$ cat config.mk
export PLATFORM = sky130hd
export DESIGN_NAME = button_press_classifier
export DESIGN_NICKNAME = d
export VERILOG_FILES = /design/src/sv/bpc_pkg.sv /design/src/sv/button_press_classifier.sv /design/src/sv/bpc_lane.sv /design/src/sv/bpc_merge.sv
export SDC_FILE = /design/constraint.sdc
export NUM_CORES = 1
export LEC_CHECK = 0
export BUFFER_PORTS_ARGS = -buffer_cell sky130_fd_sc_hd__buf_4
export CORE_ASPECT_RATIO = 1.25
export CORE_MARGIN = 5
export CORE_UTILIZATION = 65
export DETAILED_ROUTE_END_ITERATION = 7
export GPL_ROUTABILITY_DRIVEN = 0
export PLACE_DENSITY = 0.8
export SLEW_MARGIN = 5
export SYNTH_ARGS = -nofsm -noshare
export SYNTH_HDL_FRONTEND = slang
export SYNTH_SLANG_ARGS = --single-unit
$ cat constraint.sdc
create_clock -name clk_i -period 11.5 [get_ports clk_i]
set_input_delay 2.3 -clock clk_i [delete_from_list [all_inputs] [get_ports clk_i]]
set_output_delay 2.3 -clock clk_i [all_outputs]
set_load 0.05 [all_outputs]
$ cat src/sv/bpc_pkg.sv
// Shared types and constants for the button press classifier.
`default_nettype none

package bpc_pkg;

  localparam int unsigned TIME_W      = 32;
  localparam int unsigned EV_W        = 3;
  localparam int unsigned CFG_IDX_W   = 2;
  localparam int unsigned MAX_BUTTONS = 3;
  localparam int unsigned IN_DATA_W   = 40;
  localparam int unsigned OUT_DATA_W  = 8;

  // Configuration register indexes; hold times sit at the button number.
  localparam logic [CFG_IDX_W-1:0] CFG_HOLD_ONE   = 2'd0;
  localparam logic [CFG_IDX_W-1:0] CFG_HOLD_TWO   = 2'd1;
  localparam logic [CFG_IDX_W-1:0] CFG_HOLD_THREE = 2'd2;
  localparam logic [CFG_IDX_W-1:0] CFG_DEBOUNCE   = 2'd3;

  localparam logic [TIME_W-1:0] HOLD_ONE_RST   = 32'd1000;
  localparam logic [TIME_W-1:0] HOLD_TWO_RST   = 32'd1000;
  localparam logic [TIME_W-1:0] HOLD_THREE_RST = 32'd10000;
  localparam logic [TIME_W-1:0] DEBOUNCE_RST   = 32'd10;

  localparam logic [MAX_BUTTONS-1:0][TIME_W-1:0] HOLD_RST =
    {HOLD_THREE_RST, HOLD_TWO_RST, HOLD_ONE_RST};

  localparam logic ACT_SAMPLE = 1'b0;
  localparam logic ACT_READ   = 1'b1;

  localparam logic [EV_W-1:0] EV_NONE = 3'd0;

  typedef struct packed {
    logic short_ev;
    logic long_ev;
  } lane_ev_t;

endpackage

`default_nettype wire

$ cat src/sv/button_press_classifier.sv
// Top level of the three-button short/long press classifier.
`default_nettype none

// One request is taken per clock cycle whenever the result register is empty
// or its result is being taken in the same cycle; each result is registered
// and appears in the cycle after its request. That rate is set by the per-button
// lanes, each doing its two wrapping time compares and state update in the same
// cycle as the request, and by the single latched event slot that the merge
// stage updates in the same cycle. Configuration writes take effect on the next cycle.
module button_press_classifier
  import bpc_pkg::*;
#(
  parameter int unsigned BUTTON_COUNT = 3
) (
  input  wire logic                  clk_i,
  input  wire logic                  rst_ni,
  input  wire logic                  s_axis_tvalid,
  output logic                       s_axis_tready,
  input  wire logic [IN_DATA_W-1:0]  s_axis_tdata,  // now_ms[31:0], pin_levels[34:32]
  input  wire logic                  s_axis_tuser,  // action
  output logic                       m_axis_tvalid,
  input  wire logic                  m_axis_tready,
  output logic [OUT_DATA_W-1:0]      m_axis_tdata,  // event_res[2:0]
  input  wire logic                  cfg_we_i,
  input  wire logic [CFG_IDX_W-1:0]  cfg_idx_i,
  input  wire logic [TIME_W-1:0]     cfg_data_i
);

  logic [BUTTON_COUNT-1:0][TIME_W-1:0] hold_q;
  logic [TIME_W-1:0]                   debounce_q;

  logic                    in_acc;
  logic                    sample;
  logic [TIME_W-1:0]       now_ms;
  logic [MAX_BUTTONS-1:0]  pin_levels;
  logic [EV_W-1:0]         event_res;
  lane_ev_t [BUTTON_COUNT-1:0] lane_ev;

  assign now_ms     = s_axis_tdata[TIME_W-1:0];
  assign pin_levels = s_axis_tdata[TIME_W +: MAX_BUTTONS];
  assign in_acc     = s_axis_tvalid && s_axis_tready;
  assign sample     = in_acc && (s_axis_tuser == ACT_SAMPLE);

  // hold time of button b lives at register index b
  for (genvar b = 0; b < BUTTON_COUNT; b++) begin : g_hold
    always_ff @(posedge clk_i or negedge rst_ni) begin
      if (!rst_ni) begin
        hold_q[b] <= HOLD_RST[b];
      end else if (cfg_we_i && (cfg_idx_i == CFG_IDX_W'(b))) begin
        hold_q[b] <= cfg_data_i;
      end
    end
  end

  always_ff @(posedge clk_i or negedge rst_ni) begin
    if (!rst_ni) begin
      debounce_q <= DEBOUNCE_RST;
    end else if (cfg_we_i && (cfg_idx_i == CFG_DEBOUNCE)) begin
      debounce_q <= cfg_data_i;
    end
  end

  for (genvar b = 0; b < BUTTON_COUNT; b++) begin : g_lane
    bpc_lane u_lane (
      .clk_i      (clk_i),
      .rst_ni     (rst_ni),
      .sample_i   (sample),
      .now_i      (now_ms),
      .level_i    (pin_levels[b]),
      .hold_i     (hold_q[b]),
      .debounce_i (debounce_q),
      .ev_o       (lane_ev[b])
    );
  end

  bpc_merge #(
    .BUTTON_COUNT (BUTTON_COUNT)
  ) u_merge (
    .clk_i       (clk_i),
    .rst_ni      (rst_ni),
    .acc_i       (in_acc),
    .action_i    (s_axis_tuser),
    .ev_i        (lane_ev),
    .out_ready_i (m_axis_tready),
    .in_ready_o  (s_axis_tready),
    .out_valid_o (m_axis_tvalid),
    .event_o     (event_res)
  );

  assign m_axis_tdata = {{(OUT_DATA_W - EV_W){1'b0}}, event_res};

endmodule

`default_nettype wire

$ cat src/sv/bpc_lane.sv
// One button: debounce window, press timing and short/long detection.
`default_nettype none

module bpc_lane
  import bpc_pkg::*;
(
  input  wire logic              clk_i,
  input  wire logic              rst_ni,
  input  wire logic              sample_i,
  input  wire logic [TIME_W-1:0] now_i,
  input  wire logic              level_i,
  input  wire logic [TIME_W-1:0] hold_i,
  input  wire logic [TIME_W-1:0] debounce_i,
  output lane_ev_t               ev_o
);

  logic              pin_q, pin_d;
  logic              long_q, long_d;
  logic [TIME_W-1:0] press_q, press_d;
  logic [TIME_W-1:0] change_q, change_d;

  logic [TIME_W-1:0] since_change;
  logic [TIME_W-1:0] since_press;
  logic              live;
  logic              fire_long;
  logic              fire_short;
  logic              pressed;
  logic              changed;

  assign since_change = now_i - change_q;
  assign since_press  = now_i - press_q;
  assign live         = sample_i && (since_change >= debounce_i);

  assign fire_long  = live && !level_i && !pin_q && (since_press >= hold_i) && !long_q;
  assign fire_short = live && level_i && !pin_q && !long_q;
  assign pressed    = live && !level_i && pin_q;
  assign changed    = live && (level_i != pin_q);

  always_comb begin
    pin_d    = pin_q;
    long_d   = long_q;
    press_d  = press_q;
    change_d = change_q;
    if (live) begin
      pin_d = level_i;
    end
    if (fire_long) begin
      long_d = 1'b1;
    end
    if (changed && level_i) begin
      long_d = 1'b0;
    end
    if (pressed) begin
      press_d = now_i;
    end
    if (changed) begin
      change_d = now_i;
    end
  end

  always_ff @(posedge clk_i or negedge rst_ni) begin
    if (!rst_ni) begin
      pin_q    <= 1'b1;
      long_q   <= 1'b0;
      press_q  <= '0;
      change_q <= '0;
    end else begin
      pin_q    <= pin_d;
      long_q   <= long_d;
      press_q  <= press_d;
      change_q <= change_d;
    end
  end

  assign ev_o.short_ev = fire_short;
  assign ev_o.long_ev  = fire_long;

`ifndef NO_ASSERTIONS
  // a long report only ever starts while the button is held
  a_long_while_held: assert property (@(posedge clk_i) disable iff (!rst_ni)
    $rose(long_q) |-> !pin_q)
    else $error("long flag set on a released button");
`endif

endmodule

`default_nettype wire

$ cat src/sv/bpc_merge.sv
// Merges lane events into the latched slot and holds the result register.
`default_nettype none

module bpc_merge
  import bpc_pkg::*;
#(
  parameter int unsigned BUTTON_COUNT = 3
) (
  input  wire logic                 clk_i,
  input  wire logic                 rst_ni,
  input  wire logic                 acc_i,
  input  wire logic                 action_i,
  input  wire lane_ev_t [BUTTON_COUNT-1:0] ev_i,
  input  wire logic                 out_ready_i,
  output logic                      in_ready_o,
  output logic                      out_valid_o,
  output logic [EV_W-1:0]           event_o
);

  logic [EV_W-1:0] latched_q, latched_d;
  logic [EV_W-1:0] res_q, res_d;
  logic            valid_q, valid_d;
  logic [EV_W-1:0] merged;

  // highest numbered lane wins
  always_comb begin
    merged = latched_q;
    for (int i = 0; i < BUTTON_COUNT; i++) begin
      if (ev_i[i].long_ev) begin
        merged = EV_W'(2 * i + 2);
      end else if (ev_i[i].short_ev) begin
        merged = EV_W'(2 * i + 1);
      end
    end
  end

  assign in_ready_o = !valid_q || out_ready_i;

  always_comb begin
    latched_d = latched_q;
    res_d     = res_q;
    valid_d   = valid_q && !out_ready_i;
    if (acc_i) begin
      valid_d = 1'b1;
      if (action_i == ACT_READ) begin
        res_d     = latched_q;
        latched_d = EV_NONE;
      end else begin
        res_d     = merged;
        latched_d = merged;
      end
    end
  end

  always_ff @(posedge clk_i or negedge rst_ni) begin
    if (!rst_ni) begin
      latched_q <= EV_NONE;
      valid_q   <= 1'b0;
    end else begin
      latched_q <= latched_d;
      valid_q   <= valid_d;
    end
  end

  always_ff @(posedge clk_i) begin
    res_q <= res_d;
  end

  assign out_valid_o = valid_q;
  assign event_o     = res_q;

`ifndef NO_ASSERTIONS
  a_acc_gives_result: assert property (@(posedge clk_i) disable iff (!rst_ni)
    acc_i |=> valid_q)
    else $error("accepted request produced no result");

  a_read_clears: assert property (@(posedge clk_i) disable iff (!rst_ni)
    acc_i && (action_i == ACT_READ) |=> (latched_q == EV_NONE))
    else $error("read did not clear the event slot");

  a_slot_idle: assert property (@(posedge clk_i) disable iff (!rst_ni)
    !acc_i |=> $stable(latched_q))
    else $error("event slot changed without a request");
`endif

endmodule

`default_nettype wire

Word-level counts from Yosys, hierarchy flattened
Index checks and enable logic that the tools add are counted.

cells by class
  $add $sub $neg = 6
  multiply operators = 0
  divide/modulo/power cells = 0
  order comparisons = 6
  equal/unequal tests = 6
  shift-type cells = 0
  multiplexer cells = 15
  bitwise logic cells = 1
  reductions and logical operators = 56

operators with widths
  operator                                                         number
  32-bit >= comparator                                             6
  32-bit subtractor                                                6
  1-bit logical AND                                                40
  3-bit 2-to-1 mux                                                 8
  1-bit zero test                                                  11
  1-bit 2-to-1 mux                                                 7
  2-bit nonzero test                                               3
  2-bit == test, second input constant                             2
  1-bit != test                                                    3
  2-bit by 1-bit == test with 1-bit output, second input constant  1
  2-bit zero test                                                  1
  1-bit logical OR                                                 1
  1-bit NOT                                                        1

word-level totals
  register bits after elaboration = 333
  latch bits = 0
  bits in writable memories = 0
  memory bits (read-only) = 0
  output and inout port bits = 10
  memories = 0

Longest topological paths before layout
Gate-level depths: netlist (run 1).

  depth after elaboration = 15
  gate-level depth with buffers = 27
  mapped depth without buffers = 25

Hierarchy
From an unflattened synthesis (run 1), not the netlist that was laid out.

second synthesis, totals
  cell total of the unflattened synthesis = 2836
  area, all modules = 27350.0 µm²

by module, submodules not included
  module                        instances  cells each  area an instance (µm²)
  bpc_lane at g_lane[2].u_lane  1          869         7719.9
  bpc_lane at g_lane[1].u_lane  1          829         7235.7
  bpc_lane at g_lane[0].u_lane  1          824         7226.9
  button_press_classifier       1          280         4822.1
  bpc_merge                     1          34          345.3

Least setup slack after synthesis (run 1)
Ideal clock, no wire load.

  path type = input to register
  start = in s_axis_tdata[0]
  end = reg u_merge.res_q[1] (netlist: u_merge.event_o[1]) (data pin)
  library setup time = 263 ps
  data arrival time = 6709 ps
  required time = 11237 ps
  path slack = 4527 ps
  stages on the path = 24
  buffers on the path = 0
  path through = inv_1 > ha_1 > inv_1 > fa_1 > a21o_1 > a21oi_1 > o211ai_1 > a21oi_1 > o211ai_1 > a31oi_1 > a211oi_1 > o21a_1 > nor2_1 > xnor2_1 > ha_1 > nand4_1 > nor4_2 > and4_1 > a22oi_1 > and3_1 > a21o_1 > or4_1 > nand2_1 > o21ai_0

on the way
  longest elaborated chain between the ends = 13
  elaborated cells between the ends (all ways) = 43
  classes of those cells = 6 x add/sub; 6 x order compare; 7 x mux; 24 x reduce/logical

RTL lines
  element                                                    RTL line                         RTL
  start: declaration                                         button_press_classifier.sv:19    input wire logic [IN_DATA_W-1:0] s_axis_tdata,
  32-bit subtractor                                          bpc_lane.sv:30                   assign since_change = now_i - change_q;
  32-bit >= comparator                                       bpc_lane.sv:32                   assign live = sample_i && (since_change >= debounce_i);
  1-bit logical AND                                          bpc_lane.sv:32
  1-bit logical AND, on equally long branches (3 in series)  bpc_lane.sv:35, bpc_lane.sv:34
  3-bit 2-to-1 mux or 1-bit logical AND (tied branches)      bpc_merge.sv:31, bpc_lane.sv:34
  3-bit 2-to-1 mux                                           bpc_merge.sv:29                  if (ev_i[i].long_ev) begin
  3-bit 2-to-1 mux                                           bpc_merge.sv:31                  end else if (ev_i[i].short_ev) begin
  3-bit 2-to-1 mux                                           bpc_merge.sv:29
  3-bit 2-to-1 mux                                           bpc_merge.sv:31
  3-bit 2-to-1 mux *                                         bpc_merge.sv:29
  3-bit 2-to-1 mux *                                         bpc_merge.sv:45                  if (action_i == ACT_READ) begin
  end signal: assignment                                     bpc_merge.sv:66                  res_q <= res_d;
  end: declaration                                           bpc_merge.sv:21                  logic [EV_W-1:0] res_q, res_d;

Mark *: on every way between the ends. The rest lies on a longest branch, timed or not.
A chain may end at the register's enable or synchronous reset.

Final worst setup path (run 1)
  start = in s_axis_tdata[0]
  end = reg u_merge.res_q[0] (netlist: u_merge.event_o[0]) (data pin)

The elaborated chain is that of the path after synthesis.

==> metrics, run 1 <==
Comb pwr share=between 60% and 70%; CORE AREA=39,800 um^2; Post-Layout Cell Count=roughly 3,400; critical path cell sequence=buf_4 -> inv_1 -> ha_1 -> inv_1 -> fa_1 -> a21o_1 -> a21oi_1 -> o21ai_0 -> a21oi_1 -> o221ai_1 -> a221oi_1 -> nand3_1 -> a31oi_1 -> o21ai_0 -> xor2_1 -> ha_1 -> nand4_1 -> a2111oi_0 -> nand2_1 -> o21ai_0 -> nand3_1 -> a211oi_1 -> o21ai_0; Vias=around 21,000; library cell with the largest summed area after synthesis=dfrtp_1; buffer depth of the longest clock path=3; Worst Tran Pin Value=roughly 1.1 ns; most frequent cells in the layout=ha_1, inv_1, dfrtp_1, o21ai_0, nand2_1; antenna violations before repair=2; Synth Register Bits=approximately 330; crit-path most repeated cell=o21ai_0; register area share after synthesis=32.2%; # diodes=0; clk_lat worst skew=about 0.54 ns; DP Cell Count=about 3,400; critical path type=in -> reg; fin. max-slew vios=0; Vias per Instance=around 6; clock skew=0.0129 ns; Row Count=82; number of global-route vias before repair=~21,000; Final ANT Viol Nets=0; Max stage delay cell, worst path=o21ai_0; Synth top area share=between 20 and 30%; WL/cell=roughly 18 um; CP bufs+invs=3; Max Clk Rate=~120 MHz; Num CTS Buffers=38; starting density of the core=~65%; commonest non-fill, non-tap cell in the layout=ha_1; total iterations of the first detailed-routing run=6; Slew Limit Headroom=around 27%; port bufs=a little under 80; CTS Sinks=~330; largest net degree at the start of global routing=around 130; status=finished clean; Hold Path Class=reg -> reg; switching share of power=42.7%; max-cap viol count=0; gr ovfl total=0; Reg clk slew, reported paths=~0.060 ns; asr flop ratio synth=between 90% and 100%; Final min period=8.45 ns; RSZ-0062 raised after global routing=false; die width=about 190 um; I/O pin cnt=90; Net Sw Power=approximately 0.0035 W; DIE HEIGHT=234 um; WP data required=11.79 ns; fraction of layout instances using a drive strength above 1=a little over an eighth; pwr/cell area=a little under 300 nW/um^2; DP HPWL=47,900 um; post-CTS sizing=0; Data arrival, critical path=between 8 and 9 ns; Area growth syn-to-layout=9.34%; Leakage=around 14 nW; clock share of power=between 10% and 20%; dominant synthesized flop cell=dfrtp_1; Die Area=between 40,000 and 50,000 um^2; CP delay by family, top=compound AO/OA/AOI/OAI gates; Worst path max stage delay=roughly 0.86 ns; CTS tree=built; Root Buffer=clkbuf_16; VDD IR max=approximately 180 uV; Final Routed Wirelength=between 60,000 and 70,000 um; synthesized area=approximately 26,000 um^2; Reg power frac=21.6%; Final setup viols=0; Max FO, Critical Path=8; top cells by area, synth=dfrtp_1, ha_1, mux2_2; startpoint type of the worst setup path=primary input; H-Tree Depth=2; Synthesis Warnings=0; setup TNS=0 ns; cell internal pwr=roughly 0.0047 W; DRC Markers=0; DRT iter0 DRCs=around 1,300; first-pass GRT wire length=about 100,000 um; hold-fix buffers at CTS=0; Syn Inst Count=2,834; GRT Util Overall=roughly 28%; Final nets=3,372; distinct cell type count after synthesis=85; number of enable flip-flop cells after synthesis=3; post-CTS setup buffers=0; CP endpoint kind=flop; final period utilization=between 70 and 80%; Fin. Hold Viols=0; Post-Syn Area per Cell=9.17 um^2
power by group through the flow:
stage | Combinational, W | Sequential [W] | Clock (W)
after floorplan | 0.00400 | 0.00176 | 0
after global placement | 0.00481 | 0.00178 | 0
after detailed placement | 0.00509 | 0.00180 | 0
after CTS | 0.00516 | 0.00178 | 0.00129
after global routing | 0.00586 | 0.00182 | 0.00134
final | 0.00520 | 0.00178 | 0.00127
metal layers:
layer | track usage, % | part of all wire (%) | wire (um) | up-vias
met5 | 0 | 0.034 | 21 | -
met4 | 14.6 | 6.0 | 3660 | 4
met3 | 3.54 | 4.1 | 2490 | 222
met2 | 50.6 | 50 | 30900 | 561
met1 | 32.0 | 40 | 24400 | 10000
li1 | - | - | - | 10100
area by class of cell:
type | instances | area [um^2]
Multi-Input combinational cell | 2089 | 16100
Fill cell | 3037 | 11400
Sequential cell | 333 | 8380
Inverter | 355 | 1330
Clock buffer | 55 | 1160
Timing Repair Buffer | 91 | 691
Tap cell | 504 | 631
Clock inverter | 13 | 150
sequential cells by signal, indices dropped and copies added, names as in the netlist, 3 cells and up:
register,flops
g_lane.u_lane.change_q,96
g_lane.u_lane.press_q,96
hold_q,96
debounce_q,32
g_lane.u_lane.long_q,3
g_lane.u_lane.pin_q,3
u_merge.event_o,3
u_merge.latched_q,3
per-stage QoR:
| stage | worst slack, ns | util, % | total power [W] | instance area (um^2) | hold WS (ns) |
|---|---|---|---|---|---|
| floorplan | 4.53 | - | 0.00576 | 26000 | 0.454 |
| global placement | 2.91 | 68.1 | 0.00659 | 27100 | 0.470 |
| detailed placement | 2.69 | 68.1 | 0.00689 | 27100 | 0.488 |
| CTS | 3.23 | 71.4 | 0.00823 | 28400 | 0.501 |
| global route | 2.56 | 71.4 | 0.00902 | 28400 | 0.517 |
| finish | 3.05 | 71.4 | 0.00825 | 28400 | 0.502 |
synth_stat cells (6+ instances only):
cell      count
dfrtp_1     308
o21bai_1     31
nand4_1      38
and3_1       20
and2_1        8
xnor2_1     122
nand2b_1     30
o21a_1       31
clkbuf_1     45
nor2b_1      25
nand2_1     237
a21o_1      152
nor2_1       99
o211ai_1     12
ha_1        378
fa_1          6
inv_1       355
a211oi_1     17
o31ai_1       6
and4_1        9
o21ai_0     238
dfstp_2      22
nor3_1       31
xor2_1       49
or3_1        12
o31a_1        8
a21oi_1     187
a211o_1       6
or2_2         6
nor4_1        9
nand3_1      34
mux2_2      170
a31oi_1      19
buf_2         7
worst reg2reg max path, stage by stage, from the launching register on:
cell,delay [ns]
dfrtp_1,0.36
ha_1,0.20
inv_1,0.07
fa_1,0.39
a21o_1,0.18
a21oi_1,0.27
o21ai_0,0.20
a21oi_1,0.36
o221ai_1,0.28
a221oi_1,0.42
nand3_1,0.14
a31oi_1,0.42
o21ai_0,0.18
xor2_1,0.17
ha_1,0.31
nand4_1,0.19
a2111oi_0,0.55
nand2_1,0.09
o21ai_0,0.86
nand3_1,0.18
a211oi_1,0.35
o21ai_0,0.13
kinds of logic (layout without fill, tap and decap cells):
kind of cell	after synthesis	in the layout	synth area share, %
adders and majority gates	384	384	18.7
AOI/OAI and AO/OA	783	783	19.3
other	1	5	0.0144
xor gates and xnor gates	171	171	5.76
DFF	333	333	32.2
buffers and inverters	416	514	6.12
and+or+nand+nor	576	576	10.5
muxes	170	170	7.37
final timing paths:
path	startpoint	end	slack (ns)	cells after the start
max	s_axis_tdata[0]	u_merge.event_o[0]$_DFFE_PP_	3.05	23
max reg2reg	g_lane[0].u_lane.press_q[0]$_DFFE_PN0P_	u_merge.event_o[0]$_DFFE_PP_	4.94	21
min reg2reg	hold_q[90]$_DFFE_PN0P_	hold_q[90]$_DFFE_PN0P_	0.50	1
max in group asynchronous	rst_ni	g_lane[1].u_lane.press_q[16]$_DFFE_PN0P_	8.01	2
min in group asynchronous	rst_ni	g_lane[2].u_lane.press_q[26]$_DFFE_PN0P_	1.84	1
min	hold_q[90]$_DFFE_PN0P_	hold_q[90]$_DFFE_PN0P_	0.50	1
(Power assumes the default switching activity.)
==> run 2: changes to the inputs <==
--- a/config.mk
+++ b/config.mk
@@ -8,10 +8,10 @@
 export BUFFER_PORTS_ARGS = -buffer_cell sky130_fd_sc_hd__buf_4
 export CORE_ASPECT_RATIO = 1.25
 export CORE_MARGIN = 5
-export CORE_UTILIZATION = 65
+export CORE_UTILIZATION = 64
 export DETAILED_ROUTE_END_ITERATION = 7
 export GPL_ROUTABILITY_DRIVEN = 0
-export PLACE_DENSITY = 0.8
+export PLACE_DENSITY = 0.79
 export SLEW_MARGIN = 5
 export SYNTH_ARGS = -nofsm -noshare
 export SYNTH_HDL_FRONTEND = slang
==> constraint.sdc (replaced) <==
create_clock -name clk_i -period 8.5 [get_ports clk_i]
set_input_delay 1.7 -clock clk_i [delete_from_list [all_inputs] [get_ports clk_i]]
set_output_delay 1.7 -clock clk_i [all_outputs]
set_load 0.05 [all_outputs]
==> run 2 against run 1 <==
Compared with the run above:
- non-clock buffer count rose by 7
- clock skew increased by 0.0011 ns
- die area increased by 1.5%
- first-iteration DRC count down 3.0%
- core utilization shrank 0.52 points
- critical path depth up 2
- worst setup slack worse by 1.7 ns
- clock power is 27% higher
- sequential share of layout area is essentially flat
- critical endpoint unchanged
- combinational power grew 36%
==> metrics, run 2 (synthesized netlist as in run 1, its figures left out) <==
r2r setup slk=2.52 ns (-2.42 ns); most frequent cells in the layout=ha_1, inv_1, dfrtp_1, o21ai_0, nand2_1; CORE AREA=40,100 um^2 (+0.77%); Net Sw Power=0.00480 W (+36%); pwr/cell area=391 nW/um^2 (+35%); Worst path max stage delay=0.57 ns (-0.29 ns); Final Total Pwr=0.0111 W (+35%); H-Tree Depth=2 (unchanged); buffer depth of the longest clock path=3 (unchanged); Vias per Instance=6.05 (-0.50%); port bufs=79 (unchanged); fraction of layout instances using a drive strength above 1=13.2% (+0.12 points); met2 usage=49.3% (-1.3 points); clk_lat worst skew=0.55 ns (about the same); hold-fix buffers at CTS=0 (unchanged); largest net degree at the start of global routing=130 (+3.2%); CTS Sinks=333 (unchanged); Die Area=44,700 um^2 (+1.5%); WL/cell=18.0 um (+0.51%); number of global-route vias before repair=21,500 (+1.4%); cell internal pwr=0.00631 W (+33%); GRT Util Overall=27.8% (about the same); crit-path most repeated cell=o21ai_0; Post-Layout Cell Count=3,486 (+1.3%); DRT iter0 DRCs=1,232 (-3.0%); first-pass GRT wire length=103,000 um (+1.8%); startpoint type of the worst setup path=primary input; RSZ-0062 raised after global routing=false; worst hold slack=0.495 ns (-0.00718 ns); Worst Tran Pin Value=1.01 ns (-0.0754 ns); Slew Limit Headroom=32.4% (+5.6 points); Row Count=82 (unchanged); Num CTS Buffers=37 (-2.6%); met1 usage=32.4% (+0.48 points); WP data required=8.78 ns (-3.01 ns); max-cap viol count=0 (unchanged); starting density of the core=64.8% (-0.50 points); met3 Use GR=3.32% (-0.22 points); status=finished clean; final period utilization=84.2%; Max Clk Rate=~140 MHz; Final Routed Wirelength=62,600 um (+1.9%); DRC Markers=0 (unchanged); post-CTS sizing=0 (unchanged); # diodes=0 (unchanged); gr ovfl total=0 (unchanged); Final Util=70.8% (-0.52 points); Final ANT Viol Nets=0 (unchanged); Final setup viols=0 (unchanged); Largest regs=g_lane.u_lane.change_q x96, g_lane.u_lane.press_q x96, hold_q x96; DP Cell Count=3,421 (+1.5%); CP endpoint kind=flop; Vias=21,100 (+0.83%); Comb pwr share=63.8% (+0.7 points); Reg clk slew, reported paths=0.06 ns (about the same); Data arrival, critical path=7.44 ns (-1.29 ns); Fill cells=3,018 (-0.63%); die width=190 um (+0.74%); Final min period=roughly 7 ns; CTS tree=built; fin. max-slew vios=0 (unchanged); critical path type=in -> reg; clock share of power=14.5% (-0.9 points); Most Crowded Layer GR=met2; DP HPWL=48,300 um (+0.95%); clock skew=0.0140 ns (+0.00110 ns); Max FO, Critical Path=7 (-1); Area growth syn-to-layout=9.38% (about the same); antenna violations before repair=0 (-2); commonest non-fill, non-tap cell in the layout=ha_1; Hold Path Class=reg -> reg; VDD IR max=247 uV (+34%); Leakage=14.1 nW (-0.12%); Root Buffer=clkbuf_16; DIE HEIGHT=235 um (+0.75%); Final nets=3,378 (+0.18%); Max stage delay cell, worst path=a2111oi_0; I/O pin cnt=90 (unchanged); Fin. Hold Viols=0 (unchanged); post-CTS setup buffers=0 (unchanged); total iterations of the first detailed-routing run=7 (+1); Reg power frac=21.7% (about the same); switching share of power=43.2% (+0.50 points); setup TNS=0 ns (unchanged)
run 2: changes by cell type in the layout (fill, tap and decap cells not counted), moves of 2 or more:
cell       delta
clkbuf_8      -5
clkinv_8      +2
clkbuf_16     -2
buf_4         +7
run 2: power groups by stage:
stage                     sequential (W)  clock, W  combinational, W
after floorplan                  0.00238         0           0.00542
after global placement           0.00240         0           0.00654
after detailed placement         0.00243         0           0.00692
after CTS                        0.00241   0.00165           0.00703
after global routing             0.00247   0.00172           0.00797
final                            0.00241   0.00161           0.00709
run 2: path summary, 6_finish.rpt:
kind | start | end | depth (start not counted)
max in group asynchronous | rst_ni | g_lane[2].u_lane.change_q[7]$_DFFE_PN0P_ | 2
worst min register to register | g_lane[0].u_lane.change_q[0]$_DFFE_PN0P_ | g_lane[0].u_lane.change_q[0]$_DFFE_PN0P_ | 2
worst min-delay path | g_lane[0].u_lane.change_q[0]$_DFFE_PN0P_ | g_lane[0].u_lane.change_q[0]$_DFFE_PN0P_ | 2
min in group asynchronous | rst_ni | hold_q[26]$_DFFE_PN0P_ | 1
worst max register to register | g_lane[1].u_lane.change_q[0]$_DFFE_PN0P_ | g_lane[1].u_lane.press_q[25]$_DFFE_PN0P_ | 24
worst max-delay path | s_axis_tdata[0] | u_merge.event_o[0]$_DFFE_PP_ | 25
run 2: final cells by class:
class	instances	area, um^2	area share (%)
well taps	546	683	2.40
repair buffers	98	743	2.62
inverters	355	1330	4.69
multi-input cells	2089	16100	56.6
clock buffers	48	1040	3.65
flip-flops and latches	333	8380	29.5
clock inverters	17	174	0.612
run 2: worst max-delay path: cells and delay by family:
| kind | cells | cell delay [ns] |
|---|---|---|
| AO/OA/AOI/OAI | 12 | 3.52 |
| XOR/XNOR | 1 | 0.17 |
| adder cells (fa/ha/maj) | 3 | 0.90 |
| buffers and inverters | 5 | 0.65 |
| AND/OR/NAND/NOR | 4 | 0.48 |
run 2: per-layer routing:
layer  part of all wire (%)  routed length [um]  vias up
met4                    6.6                4120        0
met5                      0                   0        -
met3                    4.3                2720      258
met1                     40               24900    10100
li1                       -                   -    10100
met2                     49               30900      639
run 2: per-stage QoR:
step / worst slack, ns / cell area [um^2]
global route: 0.819 / 28400
global placement: 0.978 / 27200
detailed placement: 0.845 / 27200
floorplan: 2.13 / 26000
CTS: 1.39 / 28400
finish: 1.34 / 28400
